### src/hdl/incds_pkg.sv
`timescale 1ns / 1ps

package incds_pkg;

  // fixed widths of the result fields
  localparam int unsigned LineOutW = 24;

  // result queue geometry
  localparam int unsigned FifoDepth = 8;
  localparam int unsigned FifoPtrW  = 3;
  localparam int unsigned FifoCntW  = 4;

  // character codes
  localparam logic [7:0] CharHash   = 8'h23;
  localparam logic [7:0] CharLt     = 8'h3C;
  localparam logic [7:0] CharGt     = 8'h3E;
  localparam logic [7:0] CharStar   = 8'h2A;
  localparam logic [7:0] CharSlash  = 8'h2F;
  localparam logic [7:0] CharQuote  = 8'h27;
  localparam logic [7:0] CharDquote = 8'h22;
  localparam logic [7:0] CharBslash = 8'h5C;
  localparam logic [7:0] CharLf     = 8'h0A;
  localparam logic [7:0] CharSpace  = 8'h20;
  localparam logic [7:0] CharTab    = 8'h09;
  localparam logic [7:0] CharFf     = 8'h0C;
  localparam logic [7:0] CharVt     = 8'h0B;
  localparam logic [7:0] CharI      = 8'h69;
  localparam logic [7:0] CharN      = 8'h6E;
  localparam logic [7:0] CharC      = 8'h63;
  localparam logic [7:0] CharL      = 8'h6C;
  localparam logic [7:0] CharU      = 8'h75;
  localparam logic [7:0] CharD      = 8'h64;
  localparam logic [7:0] CharE      = 8'h65;

  // directive recognizer states
  typedef enum logic [3:0] {
    ST_NONE    = 4'd0,
    ST_NEWLINE = 4'd1,
    ST_PREPROC = 4'd2,
    ST_I       = 4'd3,
    ST_IN      = 4'd4,
    ST_INC     = 4'd5,
    ST_INCL    = 4'd6,
    ST_INCLU   = 4'd7,
    ST_D       = 4'd8,
    ST_E       = 4'd9,
    ST_STRING  = 4'd10
  } scan_state_e;

  // lexical modes
  typedef enum logic [2:0] {
    MD_NORMAL  = 3'd0,
    MD_BSLASH  = 3'd1,
    MD_SLASH   = 3'd2,
    MD_BLOCK   = 3'd3,
    MD_LINE    = 3'd4,
    MD_LITERAL = 3'd5,
    MD_NAME    = 3'd6
  } scan_mode_e;

  // warning held until a literal closes
  typedef enum logic [1:0] {
    DW_NONE  = 2'd0,
    DW_UNREC = 2'd1,
    DW_END   = 2'd2
  } defer_e;

  typedef enum logic [1:0] {
    KIND_NAME_BYTE = 2'd0,
    KIND_NAME_END  = 2'd1,
    KIND_WARNING   = 2'd2
  } kind_e;

  typedef enum logic [2:0] {
    WARN_EOF_STRING  = 3'd0,
    WARN_EOL_STRING  = 3'd1,
    WARN_EOF_COMMENT = 3'd2,
    WARN_UNREC       = 3'd3,
    WARN_END_EXPECT  = 3'd4
  } warn_e;

  typedef struct packed {
    scan_state_e state;
    scan_mode_e  mode;
    logic        star_seen;
    logic        literal_double;
    logic        escape_pending;
    logic        name_is_angled;
    defer_e      deferred;
  } scan_t;

  localparam scan_t ScanReset = '{
    state:          ST_NEWLINE,
    mode:           MD_NORMAL,
    star_seen:      1'b0,
    literal_double: 1'b0,
    escape_pending: 1'b0,
    name_is_angled: 1'b0,
    deferred:       DW_NONE
  };

  typedef struct packed {
    kind_e                kind;
    logic [7:0]           name_char;
    logic                 angled;
    warn_e                code;
    logic [LineOutW-1:0]  line_number;
    logic                 last;
  } result_t;

  // results of one item handed to the queue
  typedef struct packed {
    logic [1:0] count;
    result_t    r0;
    result_t    r1;
  } push_t;

  function automatic result_t mk_res(kind_e k, logic [7:0] ch, logic ang, warn_e w);
    result_t r;
    r           = '0;
    r.kind      = k;
    r.name_char = ch;
    r.angled    = ang;
    r.code      = w;
    return r;
  endfunction

endpackage

### src/hdl/incds_scan.sv
`timescale 1ns / 1ps

module incds_scan #(
  parameter int unsigned LINE_BITS = 24
) (
  input  logic             clk_i,
  input  logic             rst_ni,
  input  logic             item_valid_i,
  input  logic [7:0]       data_byte_i,
  input  logic             end_of_file_i,
  output incds_pkg::push_t push_o
);

  incds_pkg::scan_t     st_q, st_d;
  logic [LINE_BITS-1:0] line_q, line_d;
  incds_pkg::result_t   r0, r1;
  logic [1:0]           n_res;
  logic                 bump;

  // one byte of scanning, emissions in source order
  always_comb begin : p_step
    incds_pkg::scan_t   s;
    logic [1:0]         n;
    logic [7:0]         c;
    logic               pre_stray;
    logic               do_norm;
    logic               norm_stray;
    incds_pkg::result_t res [2];
    s          = st_q;
    n          = 2'd0;
    c          = data_byte_i;
    pre_stray  = 1'b0;
    do_norm    = 1'b0;
    norm_stray = 1'b0;
    bump       = 1'b0;
    res[0]     = '0;
    res[1]     = '0;

    if (end_of_file_i) begin
      // flush whatever is open at end of file
      unique case (s.mode)
        incds_pkg::MD_BSLASH, incds_pkg::MD_SLASH: pre_stray = 1'b1;
        incds_pkg::MD_BLOCK, incds_pkg::MD_LINE: begin
          res[n[0]] = incds_pkg::mk_res(incds_pkg::KIND_WARNING, 8'h00, 1'b0,
                                        incds_pkg::WARN_EOF_COMMENT);
          n = n + 2'd1;
        end
        incds_pkg::MD_LITERAL: begin
          res[n[0]] = incds_pkg::mk_res(incds_pkg::KIND_WARNING, 8'h00, 1'b0,
                                        incds_pkg::WARN_EOF_STRING);
          n = n + 2'd1;
          if (s.deferred == incds_pkg::DW_UNREC) begin
            res[n[0]] = incds_pkg::mk_res(incds_pkg::KIND_WARNING, 8'h00, 1'b0,
                                          incds_pkg::WARN_UNREC);
            n = n + 2'd1;
          end else if (s.deferred == incds_pkg::DW_END) begin
            res[n[0]] = incds_pkg::mk_res(incds_pkg::KIND_WARNING, 8'h00, 1'b0,
                                          incds_pkg::WARN_END_EXPECT);
            n = n + 2'd1;
          end
        end
        incds_pkg::MD_NAME: begin
          res[n[0]] = incds_pkg::mk_res(incds_pkg::KIND_WARNING, 8'h00, 1'b0,
                                        incds_pkg::WARN_EOF_STRING);
          n = n + 2'd1;
          res[n[0]] = incds_pkg::mk_res(incds_pkg::KIND_NAME_END, 8'h00,
                                        s.name_is_angled, incds_pkg::WARN_EOF_STRING);
          n = n + 2'd1;
        end
        default: ;
      endcase
    end else begin
      // mode dependent handling
      unique case (s.mode)
        incds_pkg::MD_BSLASH: begin
          s.mode = incds_pkg::MD_NORMAL;
          if (c == incds_pkg::CharLf) begin
            bump = 1'b1;
          end else begin
            pre_stray = 1'b1;
            do_norm   = 1'b1;
          end
        end
        incds_pkg::MD_SLASH: begin
          s.mode = incds_pkg::MD_NORMAL;
          if (c == incds_pkg::CharStar || c == incds_pkg::CharSlash) begin
            if (s.state >= incds_pkg::ST_I && s.state <= incds_pkg::ST_D) begin
              s.state = incds_pkg::ST_NONE;
            end
            if (c == incds_pkg::CharStar) begin
              s.star_seen = 1'b0;
              s.mode      = incds_pkg::MD_BLOCK;
            end else begin
              s.mode = incds_pkg::MD_LINE;
            end
          end else begin
            pre_stray = 1'b1;
            do_norm   = 1'b1;
          end
        end
        incds_pkg::MD_BLOCK: begin
          if (c == incds_pkg::CharLf) begin
            bump        = 1'b1;
            s.star_seen = 1'b0;
          end else if (c == incds_pkg::CharStar) begin
            s.star_seen = 1'b1;
          end else if (s.star_seen && c == incds_pkg::CharSlash) begin
            s.star_seen = 1'b0;
            s.mode      = incds_pkg::MD_NORMAL;
          end else begin
            s.star_seen = 1'b0;
          end
        end
        incds_pkg::MD_LINE: begin
          if (c == incds_pkg::CharLf) begin
            bump   = 1'b1;
            s.mode = incds_pkg::MD_NORMAL;
          end
        end
        incds_pkg::MD_LITERAL: begin
          if (s.escape_pending) begin
            s.escape_pending = 1'b0;
            if (c == incds_pkg::CharLf) bump = 1'b1;
          end else if (c == incds_pkg::CharLf ||
                       c == (s.literal_double ? incds_pkg::CharDquote
                                              : incds_pkg::CharQuote)) begin
            if (c == incds_pkg::CharLf) begin
              res[n[0]] = incds_pkg::mk_res(incds_pkg::KIND_WARNING, 8'h00, 1'b0,
                                            incds_pkg::WARN_EOL_STRING);
              n       = n + 2'd1;
              do_norm = 1'b1;
            end
            // close the literal, releasing any held warning
            if (s.deferred == incds_pkg::DW_UNREC) begin
              res[n[0]] = incds_pkg::mk_res(incds_pkg::KIND_WARNING, 8'h00, 1'b0,
                                            incds_pkg::WARN_UNREC);
              n = n + 2'd1;
            end else if (s.deferred == incds_pkg::DW_END) begin
              res[n[0]] = incds_pkg::mk_res(incds_pkg::KIND_WARNING, 8'h00, 1'b0,
                                            incds_pkg::WARN_END_EXPECT);
              n = n + 2'd1;
            end
            s.deferred       = incds_pkg::DW_NONE;
            s.escape_pending = 1'b0;
            s.mode           = incds_pkg::MD_NORMAL;
          end else if (c == incds_pkg::CharBslash) begin
            s.escape_pending = 1'b1;
          end
        end
        incds_pkg::MD_NAME: begin
          if (c == (s.name_is_angled ? incds_pkg::CharGt : incds_pkg::CharDquote)) begin
            res[n[0]] = incds_pkg::mk_res(incds_pkg::KIND_NAME_END, 8'h00,
                                          s.name_is_angled, incds_pkg::WARN_EOF_STRING);
            n      = n + 2'd1;
            s.mode = incds_pkg::MD_NORMAL;
          end else if (c == incds_pkg::CharLf) begin
            res[n[0]] = incds_pkg::mk_res(incds_pkg::KIND_WARNING, 8'h00, 1'b0,
                                          incds_pkg::WARN_EOL_STRING);
            n = n + 2'd1;
            res[n[0]] = incds_pkg::mk_res(incds_pkg::KIND_NAME_END, 8'h00,
                                          s.name_is_angled, incds_pkg::WARN_EOF_STRING);
            n       = n + 2'd1;
            s.mode  = incds_pkg::MD_NORMAL;
            do_norm = 1'b1;
          end else begin
            res[n[0]] = incds_pkg::mk_res(incds_pkg::KIND_NAME_BYTE, c,
                                          s.name_is_angled, incds_pkg::WARN_EOF_STRING);
            n = n + 2'd1;
          end
        end
        default: begin
          s.mode  = incds_pkg::MD_NORMAL;
          do_norm = 1'b1;
        end
      endcase
    end

    // stray character left by a lone backslash or slash
    if (pre_stray) begin
      if (s.state == incds_pkg::ST_E) begin
        res[n[0]] = incds_pkg::mk_res(incds_pkg::KIND_WARNING, 8'h00, 1'b0,
                                      incds_pkg::WARN_UNREC);
        n = n + 2'd1;
      end else if (s.state == incds_pkg::ST_STRING) begin
        res[n[0]] = incds_pkg::mk_res(incds_pkg::KIND_WARNING, 8'h00, 1'b0,
                                      incds_pkg::WARN_END_EXPECT);
        n = n + 2'd1;
      end
      s.state = incds_pkg::ST_NONE;
    end

    // plain source byte through the directive recognizer
    if (do_norm) begin
      unique case (c)
        incds_pkg::CharSpace, incds_pkg::CharTab, incds_pkg::CharFf, incds_pkg::CharVt: begin
          if (s.state >= incds_pkg::ST_I && s.state <= incds_pkg::ST_D) begin
            s.state = incds_pkg::ST_NONE;
          end
        end
        incds_pkg::CharLf: begin
          s.state = incds_pkg::ST_NEWLINE;
          bump    = 1'b1;
        end
        incds_pkg::CharBslash: s.mode = incds_pkg::MD_BSLASH;
        incds_pkg::CharSlash:  s.mode = incds_pkg::MD_SLASH;
        incds_pkg::CharHash: begin
          if (s.state == incds_pkg::ST_NEWLINE) s.state = incds_pkg::ST_PREPROC;
          else norm_stray = 1'b1;
        end
        incds_pkg::CharI: begin
          if (s.state == incds_pkg::ST_PREPROC) s.state = incds_pkg::ST_I;
          else norm_stray = 1'b1;
        end
        incds_pkg::CharN: begin
          if (s.state == incds_pkg::ST_I) s.state = incds_pkg::ST_IN;
          else norm_stray = 1'b1;
        end
        incds_pkg::CharC: begin
          if (s.state == incds_pkg::ST_IN) s.state = incds_pkg::ST_INC;
          else norm_stray = 1'b1;
        end
        incds_pkg::CharL: begin
          if (s.state == incds_pkg::ST_INC) s.state = incds_pkg::ST_INCL;
          else norm_stray = 1'b1;
        end
        incds_pkg::CharU: begin
          if (s.state == incds_pkg::ST_INCL) s.state = incds_pkg::ST_INCLU;
          else norm_stray = 1'b1;
        end
        incds_pkg::CharD: begin
          if (s.state == incds_pkg::ST_INCLU) s.state = incds_pkg::ST_D;
          else norm_stray = 1'b1;
        end
        incds_pkg::CharE: begin
          if (s.state == incds_pkg::ST_D) s.state = incds_pkg::ST_E;
          else norm_stray = 1'b1;
        end
        incds_pkg::CharLt: begin
          if (s.state == incds_pkg::ST_E) begin
            s.name_is_angled = 1'b1;
            s.state          = incds_pkg::ST_STRING;
            s.mode           = incds_pkg::MD_NAME;
          end else begin
            norm_stray = 1'b1;
          end
        end
        incds_pkg::CharDquote, incds_pkg::CharQuote: begin
          if (c == incds_pkg::CharDquote && s.state == incds_pkg::ST_E) begin
            s.name_is_angled = 1'b0;
            s.state          = incds_pkg::ST_STRING;
            s.mode           = incds_pkg::MD_NAME;
          end else begin
            // open a literal, holding the warning its quote earns
            if (s.state == incds_pkg::ST_E) s.deferred = incds_pkg::DW_UNREC;
            else if (s.state == incds_pkg::ST_STRING) s.deferred = incds_pkg::DW_END;
            else s.deferred = incds_pkg::DW_NONE;
            s.state          = incds_pkg::ST_NONE;
            s.literal_double = (c == incds_pkg::CharDquote);
            s.escape_pending = 1'b0;
            s.mode           = incds_pkg::MD_LITERAL;
          end
        end
        default: norm_stray = 1'b1;
      endcase
    end

    // stray character within a directive
    if (norm_stray) begin
      if (s.state == incds_pkg::ST_E) begin
        res[n[0]] = incds_pkg::mk_res(incds_pkg::KIND_WARNING, 8'h00, 1'b0,
                                      incds_pkg::WARN_UNREC);
        n = n + 2'd1;
      end else if (s.state == incds_pkg::ST_STRING) begin
        res[n[0]] = incds_pkg::mk_res(incds_pkg::KIND_WARNING, 8'h00, 1'b0,
                                      incds_pkg::WARN_END_EXPECT);
        n = n + 2'd1;
      end
      s.state = incds_pkg::ST_NONE;
    end

    if (end_of_file_i) s = incds_pkg::ScanReset;

    st_d  = s;
    n_res = n;
    r0    = res[0];
    r1    = res[1];
  end

  // saturating line counter, restarts at line one after end of file
  always_comb begin
    line_d = line_q;
    if (end_of_file_i) begin
      line_d = LINE_BITS'(1);
    end else if (bump && line_q != '1) begin
      line_d = line_q + LINE_BITS'(1);
    end
  end

  // results carry the line count as it stood before this byte
  always_comb begin
    push_o                = '0;
    push_o.count          = item_valid_i ? n_res : 2'd0;
    push_o.r0             = r0;
    push_o.r0.line_number = incds_pkg::LineOutW'(line_q);
    push_o.r0.last        = (n_res == 2'd1);
    push_o.r1             = r1;
    push_o.r1.line_number = incds_pkg::LineOutW'(line_q);
    push_o.r1.last        = 1'b1;
  end

  // scanner state
  always_ff @(posedge clk_i or negedge rst_ni) begin
    if (!rst_ni) begin
      st_q   <= incds_pkg::ScanReset;
      line_q <= LINE_BITS'(1);
    end else if (item_valid_i) begin
      st_q   <= st_d;
      line_q <= line_d;
    end
  end

endmodule

### src/hdl/incds_ofifo.sv
`timescale 1ns / 1ps

module incds_ofifo (
  input  logic                               clk_i,
  input  logic                               rst_ni,
  input  incds_pkg::push_t                   push_i,
  output logic                               res_valid_o,
  input  logic                               res_ready_i,
  output incds_pkg::result_t                 res_o,
  output logic [incds_pkg::FifoCntW-1:0]     count_o
);

  incds_pkg::result_t                  mem [incds_pkg::FifoDepth];
  logic [incds_pkg::FifoPtrW-1:0]      wr_q, wr_d, rd_q, rd_d;
  logic [incds_pkg::FifoCntW-1:0]      cnt_q, cnt_d;
  logic                                pop;

  assign res_valid_o = (cnt_q != '0);
  assign pop         = res_valid_o && res_ready_i;
  assign res_o       = mem[rd_q];
  assign count_o     = cnt_q;

  // pointer and fill bookkeeping
  always_comb begin
    wr_d  = wr_q + incds_pkg::FifoPtrW'(push_i.count);
    rd_d  = rd_q + incds_pkg::FifoPtrW'(pop);
    cnt_d = cnt_q + incds_pkg::FifoCntW'(push_i.count) - incds_pkg::FifoCntW'(pop);
  end

  always_ff @(posedge clk_i or negedge rst_ni) begin
    if (!rst_ni) begin
      wr_q  <= '0;
      rd_q  <= '0;
      cnt_q <= '0;
    end else begin
      wr_q  <= wr_d;
      rd_q  <= rd_d;
      cnt_q <= cnt_d;
    end
  end

  // up to two results written per cycle
  always_ff @(posedge clk_i) begin
    if (push_i.count != 2'd0) mem[wr_q] <= push_i.r0;
    if (push_i.count == 2'd2) mem[wr_q + incds_pkg::FifoPtrW'(1)] <= push_i.r1;
  end

endmodule

### src/hdl/include_directive_scanner.sv
`timescale 1ns / 1ps
// path: a byte transfer is held in the input register, then its results are written to the result queue
// throughput: one byte per cycle while the result queue has room; a byte that yields two results
// is read out as two transfers, set by the single read port of the eight-entry result queue
// reset: asynchronous active low; scanner at line start, line count one, queue empty
// an end-of-file transfer flushes open constructs and restarts the count at line one

module include_directive_scanner #(
  parameter int unsigned LINE_BITS = 24
) (
  input  logic        clk_i,
  input  logic        rst_ni,
  input  logic        s_axis_tvalid_i,
  output logic        s_axis_tready_o,
  input  logic [7:0]  s_axis_tdata_i,   // data_byte
  input  logic        s_axis_tlast_i,   // end_of_file
  output logic        m_axis_tvalid_o,
  input  logic        m_axis_tready_i,
  output logic [39:0] m_axis_tdata_o,   // name_char, angled, warning_code, line_number, zero pad
  output logic [1:0]  m_axis_tuser_o,   // kind
  output logic        m_axis_tlast_o    // last_of_run
);

  logic                              in_valid_q;
  logic [7:0]                        in_byte_q;
  logic                              in_eof_q;
  logic                              s_xfer;
  incds_pkg::push_t                  push;
  incds_pkg::result_t                res;
  logic [incds_pkg::FifoCntW-1:0]    q_count;

  // room for the item in flight and the next one
  assign s_axis_tready_o = (q_count + incds_pkg::FifoCntW'({in_valid_q, 1'b0}))
                           <= incds_pkg::FifoCntW'(incds_pkg::FifoDepth - 2);
  assign s_xfer          = s_axis_tvalid_i && s_axis_tready_o;

  // input register
  always_ff @(posedge clk_i or negedge rst_ni) begin
    if (!rst_ni) begin
      in_valid_q <= 1'b0;
    end else begin
      in_valid_q <= s_xfer;
    end
  end

  always_ff @(posedge clk_i) begin
    if (s_xfer) begin
      in_byte_q <= s_axis_tdata_i;
      in_eof_q  <= s_axis_tlast_i;
    end
  end

  incds_scan #(
    .LINE_BITS(LINE_BITS)
  ) u_scan (
    .clk_i        (clk_i),
    .rst_ni       (rst_ni),
    .item_valid_i (in_valid_q),
    .data_byte_i  (in_byte_q),
    .end_of_file_i(in_eof_q),
    .push_o       (push)
  );

  incds_ofifo u_ofifo (
    .clk_i      (clk_i),
    .rst_ni     (rst_ni),
    .push_i     (push),
    .res_valid_o(m_axis_tvalid_o),
    .res_ready_i(m_axis_tready_i),
    .res_o      (res),
    .count_o    (q_count)
  );

  // output packing
  assign m_axis_tdata_o = {4'b0000, res.line_number, res.code, res.angled, res.name_char};
  assign m_axis_tuser_o = res.kind;
  assign m_axis_tlast_o = res.last;

endmodule

### config.mk
export PLATFORM = sky130hd
export DESIGN_NAME = include_directive_scanner
export DESIGN_NICKNAME = d
export VERILOG_FILES = /design/src/hdl/incds_pkg.sv /design/src/hdl/incds_scan.sv /design/src/hdl/incds_ofifo.sv /design/src/hdl/include_directive_scanner.sv
export SDC_FILE = /design/constraint.sdc
export NUM_CORES = 1
export LEC_CHECK = 0
export ABC_AREA = 1
export BUFFER_PORTS_ARGS = -buffer_cell sky130_fd_sc_hd__buf_2
export CAP_MARGIN = 20
export CORE_MARGIN = 3
export CORE_UTILIZATION = 56
export DETAILED_ROUTE_END_ITERATION = 6
export PLACE_DENSITY = 0.83
export SKIP_CTS_REPAIR_TIMING = 1
export SLEW_MARGIN = 30
export SYNTH_ARGS = -nofsm -noshare
export SYNTH_HDL_FRONTEND = slang
export SYNTH_HIERARCHICAL = 1
export SYNTH_SLANG_ARGS = --single-unit
### constraint.sdc
create_clock -name clk_i -period 7.95 [get_ports clk_i]
set_input_delay 0.795 -clock clk_i [delete_from_list [all_inputs] [get_ports clk_i]]
set_output_delay 0.795 -clock clk_i [all_outputs]
set_load 0.02 [all_outputs]
==> results.ini, run 1 <==
[setup_path]
crit_path_end_kind = flop
cp-endpoint = u_ofifo/mem[4][15]$_DFFE_PP_
r2r_slack_ns = 2.60
cp-start-kind = flop
crit_required_ns = 8.15
r2r_start = in_eof_q$_DFFE_PP_
cp.arrival_ns = 5.55
crit_fanout = 26
crit_start = in_eof_q$_DFFE_PP_
critical_path_class = reg -> reg
r2r-end = u_ofifo/mem[4][15]$_DFFE_PP_
rr_worst_depth = 23

[die]
die_w_um = 212
die_y_um = 212
fp.coreArea_um2 = 41500
num_io_pins = 58
num_rows = 74
start_util_pct = 57.5
die_area_um2 = 45100

[yosys]
yosys_warnings = 6
netlist_top_cells_count = nand2_1 (1275), inv_1 (423), edfxtp_1 (321)
synth_area_leaders = edfxtp_1 (40%), nand2_1 (20%), nand4_1 (8.3%)
syn_inst = 3241
async_reset_ff_share_pct = 13.0
syn-cell-area_um2 = 23800
yosysMostFrequentCell = nand2_1
synth_top_area_cell = edfxtp_1
synth_top_area_share_pct = 40.4
ys.flop_type = edfxtp_1
yosysUniqueCellTypes = 55
syn_area_per_cell_um2 = 7.36
seq_area_frac_synth_pct = 45.5
yosys_register_bits = 369
synth-edff-count = 321

[clock_network]
cts-root-buf = clkbuf_16
path_clk_slew_ns = 0.06
worst_skew_pair.late_latency_ns = 0.56
cts_buffers = 39
cts_tree = built
clockBufferDepth = 3
htreeDepth = 2
cts.sinks = 369

[timing]
setup_tns_ns = 0
worstMarginPinSlew_ns = 1.03
hold_viol_final = 0
clock.fmax_mhz = 187
finalSetupViolCount = 0
relSlewSlack_pct = 31.5
period_share_pct = 67.2
fin_crit_ns = 5.35
report.final.slew_viol_count = 0
rsz0062_at_grt = no
finClkSkew_ns = 0.0210

[power]
p_total_mw = 6.21
p_per_area_nw_per_um2 = 249
p_leak_nw = 12.4
peakVddDrop_uv = 183

[outcome]
status = completed

[global_route]
grt_max_degree = 102
grt_pass1_wl_mm = 105
grt_antenna_before_repair = 0
grt_pass1_vias = 20700
overflow = 0
grtUsageTotal_pct = 29.1

[cells_and_area]
final_util_pct = 60.1
diodes = 0
area_growth_syn_to_layout_pct = 4.59
fin_nets = 3093
final_layout_size_suffix_gt1_share_pct = 7.63
fill_cells = 3402

[placed_design]
io_buffers = 53
hpwl_mm = 39.8
routabilityCongestion = 0.941

[job]
cap_violations = 0

[drt]
drtIter0Drc = 2786
dr.pass1.iters = 7
routed_wl_mm = 66.8
wire_per_inst_um = 18.4
routed_via_density = 5.98
ant_nets = 0
num_vias = 21700
drc_errors = 0

[hold_path]
hold_path.class = in -> async

metrics by stage:
step	hold slack (ns)	setup WS [ns]	area, µm²	std cells
2_1_floorplan	0.452	2.24	23900	3251
6_report	0.389	2.60	24900	3625
5_1_grt	0.413	2.21	24900	3625
3_5_place_dp	0.493	2.75	23700	3552
4_1_cts	0.402	2.72	24900	3624
3_3_place_gp	0.517	2.54	23600	3550
sequential cells by signal, indices dropped and copies added (netlist names):
register         count
u_ofifo/mem        312
u_scan/line_q       24
u_scan/st_q         13
in_byte_q            8
u_ofifo/count_o      4
u_ofifo/rd_q         3
u_ofifo/wr_q         3
in_eof_q             1
in_valid_q           1
routing by layer:
metal  up-vias  part of all wire [%]  GRT usage [%]
li1      10100                     -              -
met1      9931                    38           37.7
met2      1483                    47           48.0
met3       225                    11           4.41
met4         0                   3.7           14.6
met5         -                     0              0
cell families after synthesis:
kind of cell	synth area share (%)
AND/OR/NAND/NOR	37.0
buffers and inverters	13.6
flip-flops	45.5
AO/OA/AOI/OAI	2.47
adder cells (fa/ha/maj)	1.01
XOR/XNOR	0.294
other	0.0472
multiplexers	0.0420
where the power goes:
| group | total, mW | switching, mW | internal, mW |
|---|---|---|---|
| Sequential | 2.33 | 0.181 | 2.15 |
| Combinational | 2.08 | 1.49 | 0.585 |
| Clock | 1.80 | 0.781 | 1.02 |
how the worst min path moves through the flow:
stage,end,start,depth (start not counted)
2_1_floorplan,u_scan/st_q[5]$_DFFE_PN0P_,u_scan/st_q[5]$_DFFE_PN0P_,2
3_3_place_gp,u_scan/st_q[5]$_DFFE_PN0P_,u_scan/st_q[5]$_DFFE_PN0P_,2
3_5_place_dp,u_scan/st_q[5]$_DFFE_PN0P_,u_scan/st_q[5]$_DFFE_PN0P_,2
4_1_cts,u_scan/line_q[22]$_DFFE_PN0P_,rst_ni,2
5_1_grt,in_byte_q[3]$_DFFE_PP_,s_axis_tdata_i[3],1
6_report,u_scan/line_q[22]$_DFFE_PN0P_,rst_ni,2
area by class of cell:
class,count,area [µm²],share of cell area (%)
Clock inverter,21,170,0.682
Multi-Input combinational cell,2129,9950,39.9
Sequential cell,369,10800,43.5
Clock buffer,51,1070,4.30
Inverter,433,1640,6.56
Timing Repair Buffer,90,594,2.38
Tap cell,532,666,2.67
critical path, stage by stage (launching register included):
cell,delay [ns]
edfxtp_1,0.60
inv_1,0.64
nand3_2,0.18
nand2_4,0.23
inv_1,0.16
nor2_1,0.22
nand2_1,0.10
nand2_1,0.08
nand2_1,0.05
nor2_1,0.12
nand3_2,0.10
nand2_2,0.11
nor2_1,0.08
nand3_2,0.13
nand3_2,0.12
nand2_1,0.07
inv_1,0.09
inv_1,0.07
nand2_1,0.13
nor2_4,0.53
buf_16,0.25
nand3_2,0.11
o21ai_4,0.32
buf_4,0.48
cell usage in the layout, fill, tap and decap left out, types with 6 or more instances in the layout:
| cell type | count |
|---|---|
| nand3_1 | 213 |
| buf_4 | 31 |
| a21oi_1 | 33 |
| o21ai_4 | 9 |
| conb_1 | 13 |
| clkbuf_1 | 8 |
| o21ai_0 | 38 |
| nand2_1 | 1275 |
| clkbuf_16 | 40 |
| clkinv_1 | 8 |
| nand2_4 | 8 |
| nor2_2 | 6 |
| ha_1 | 15 |
| nand2_2 | 14 |
| nor2_4 | 8 |
| nand4_1 | 318 |
| nor4_1 | 6 |
| nor2_1 | 88 |
| nor3_1 | 23 |
| nand3_2 | 19 |
| buf_2 | 53 |
| dfrtp_1 | 43 |
| edfxtp_1 | 321 |
| xor2_1 | 6 |
| inv_2 | 8 |
| inv_1 | 421 |
| clkinv_2 | 7 |
Power figures use the tool's default switching activity.
==> inputs of run 2 (changes only) <==
--- a/config.mk
+++ b/config.mk
@@ -11,7 +11,7 @@
 export CORE_MARGIN = 3
 export CORE_UTILIZATION = 56
 export DETAILED_ROUTE_END_ITERATION = 6
-export PLACE_DENSITY = 0.83
+export PLACE_DENSITY = 0.85
 export SKIP_CTS_REPAIR_TIMING = 1
 export SLEW_MARGIN = 30
 export SYNTH_ARGS = -nofsm -noshare
==> constraint.sdc (replaced) <==
create_clock -name clk_i -period 4.7 [get_ports clk_i]
set_input_delay 0.47 -clock clk_i [delete_from_list [all_inputs] [get_ports clk_i]]
set_output_delay 0.47 -clock clk_i [all_outputs]
set_load 0.02 [all_outputs]
==> run 2 against run 1 <==
- final cell count increased by 0.58%
- combinational power increased by 74%
- non-clock buffer count increased by 21
- largest power group unchanged
- sequential power grew 66%
- register-to-register slack worse by 2.3 ns
- clock power increased by 71%
- die area stayed put
- fmax is 22% higher
- largest cell class unchanged
==> results.ini, run 2 (synthesis gave the netlist of run 1 again) <==
[global_route]
grt_antenna_before_repair = 0  ; unchanged
grtUsageTotal_pct = 29.4  ; +0.28 points
overflow = 0  ; unchanged
grt_max_degree = 102  ; unchanged
grt_pass1_vias = 20500  ; -1.0%
grt_pass1_wl_mm = 106  ; +0.81%

[die]
start_util_pct = 57.5  ; unchanged
die_y_um = 212  ; unchanged
num_io_pins = 58  ; unchanged
fp.coreArea_um2 = 41500  ; unchanged
die_area_um2 = 45100  ; unchanged
die_w_um = 212  ; unchanged
num_rows = 74  ; unchanged

[clock_network]
cts.sinks = 369  ; unchanged
clockBufferDepth = 3  ; unchanged
cts-root-buf = clkbuf_16
worst_skew_pair.late_latency_ns = 0.57  ; about the same
cts_buffers = 39  ; unchanged
htreeDepth = 2  ; unchanged
cts_tree = built
path_clk_slew_ns = 0.06  ; about the same

[setup_path]
slowest_stage = edfxtp_1
crit_required_ns = 4.92  ; -3.23 ns
critPathBufInv = 5  ; -1
crit_path_end_kind = flop
crit_family = simple AND/OR/NAND/NOR gates
critical_path_class = reg -> reg
cp.arrival_ns = 4.59  ; -0.96 ns
cp-start-kind = flop
crit_fanout = 21  ; -19%
slowest_delay_ns = 0.46  ; -0.18 ns

[timing]
fin_crit_ns = 4.37  ; -0.976 ns
rsz0062_at_grt = yes
period_share_pct = 93.0  ; +26 points
clock.fmax_mhz = 229  ; +22%
layout_setup_ws_ns = 0.330  ; -2.27 ns
hold_viol_final = 0  ; unchanged
worstMarginPinSlew_ns = 0.981  ; -0.0474 ns
finalSetupViolCount = 0  ; unchanged
setup_tns_ns = 0  ; unchanged
finClkSkew_ns = 0.0336  ; +0.0126 ns
report.final.slew_viol_count = 0  ; unchanged
relSlewSlack_pct = 34.6  ; +3.2 points

[drt]
routed_via_density = 5.90  ; -1.5%
num_vias = 21500  ; -0.90%
drc_errors = 0  ; unchanged
dr.pass1.iters = 6  ; -1
wire_per_inst_um = 18.1  ; -1.5%
ant_nets = 0  ; unchanged
routed_wl_mm = 66.2  ; -0.93%
drtIter0Drc = 3052  ; +9.5%

[placed_design]
dp_cells = 3571  ; +0.53%
dpl_cell_area_um2 = 23900  ; +0.85%
hpwl_mm = 38.8  ; -2.6%
routabilityCongestion = 0.918  ; -2.4%
preCtsSetupSlack_ns = 0.249  ; -2.50 ns
io_buffers = 53  ; unchanged

[cells_and_area]
diodes = 0  ; unchanged
fin_nets = 3114  ; +0.68%
final_area_um2 = 25200  ; +1.1%
final_util_pct = 60.8  ; +0.68 points
largest-register = u_ofifo/mem
mostFrequentLayoutCells = nand2_1 (1275), inv_1 (421), edfxtp_1 (321)
fill_cells = 3439  ; +1.1%
area_growth_syn_to_layout_pct = 5.77
largestRegisters = u_ofifo/mem x312, u_scan/line_q x24, u_scan/st_q x13
largest_reg_flops = 312  ; unchanged
final_common_cell = nand2_1
final-seq-area_um2 = 10800  ; unchanged
instances_no_fill = 3646  ; +0.58%
multiInputGateArea_um2 = 9980  ; +0.25%
final_layout_size_suffix_gt1_share_pct = 8.41  ; +0.78 points

[hold_path]
hold_path.class = in -> async

[outcome]
status = completed

[power]
peakVddDrop_uv = 269  ; +47%
p_leak_nw = 12.5  ; +0.94%
p_per_area_nw_per_um2 = 419  ; +68%

[job]
cap_violations = 0  ; unchanged

## run 2: cell type report
class | count | area share, %
timing repair buffer | 111 | 3.27
multi-input combinational | 2129 | 39.6
clock buffer | 51 | 4.37
clock inverter | 21 | 0.650
tap | 532 | 2.64
sequential | 369 | 43.0
inverter | 433 | 6.49
## run 2: path summary, 6_finish.rpt
check	startpoint	end	slack, ns	cells after the start
setup / recovery	in_byte_q[2]$_DFFE_PP_	u_ofifo/mem[5][15]$_DFFE_PP_	0.33	26
hold / removal	rst_ni	u_scan/line_q[6]$_DFFE_PN0P_	0.03	2
setup reg to reg	in_byte_q[2]$_DFFE_PP_	u_ofifo/mem[5][15]$_DFFE_PP_	0.33	26
hold reg to reg	u_scan/st_q[5]$_DFFE_PN0P_	u_scan/st_q[5]$_DFFE_PN0P_	0.50	2
max in group asynchronous	rst_ni	u_ofifo/rd_q[0]$_DFF_PN0_	4.09	2
min in group clk_i	s_axis_tdata_i[3]	in_byte_q[3]$_DFFE_PP_	0.09	1
## run 2: stage by stage
stage          hold WS (ns)  total power, mW
3_3_place_gp          0.484             7.47
2_1_floorplan         0.174             6.44
5_1_grt              0.0842             11.1
3_5_place_dp          0.477             7.51
4_1_cts              0.0404             10.6
6_report             0.0319             10.6
## run 2: routing by layer
layer | routed length [µm] | global-route usage [%] | part of all wire [%] | vias to the layer above
met2 | 30600 | 47.3 | 46 | 1404
met1 | 25100 | 38.7 | 38 | 9744
met5 | 0 | 0 | 0 | -
li1 | - | - | - | 10100
met3 | 7590 | 5.09 | 11 | 228
met4 | 2860 | 14.4 | 4.3 | 0
## run 2: where the power goes
part,internal (mW),switching [mW]
clock network,1.77,1.31
registers,3.64,0.231
logic,1.03,2.59
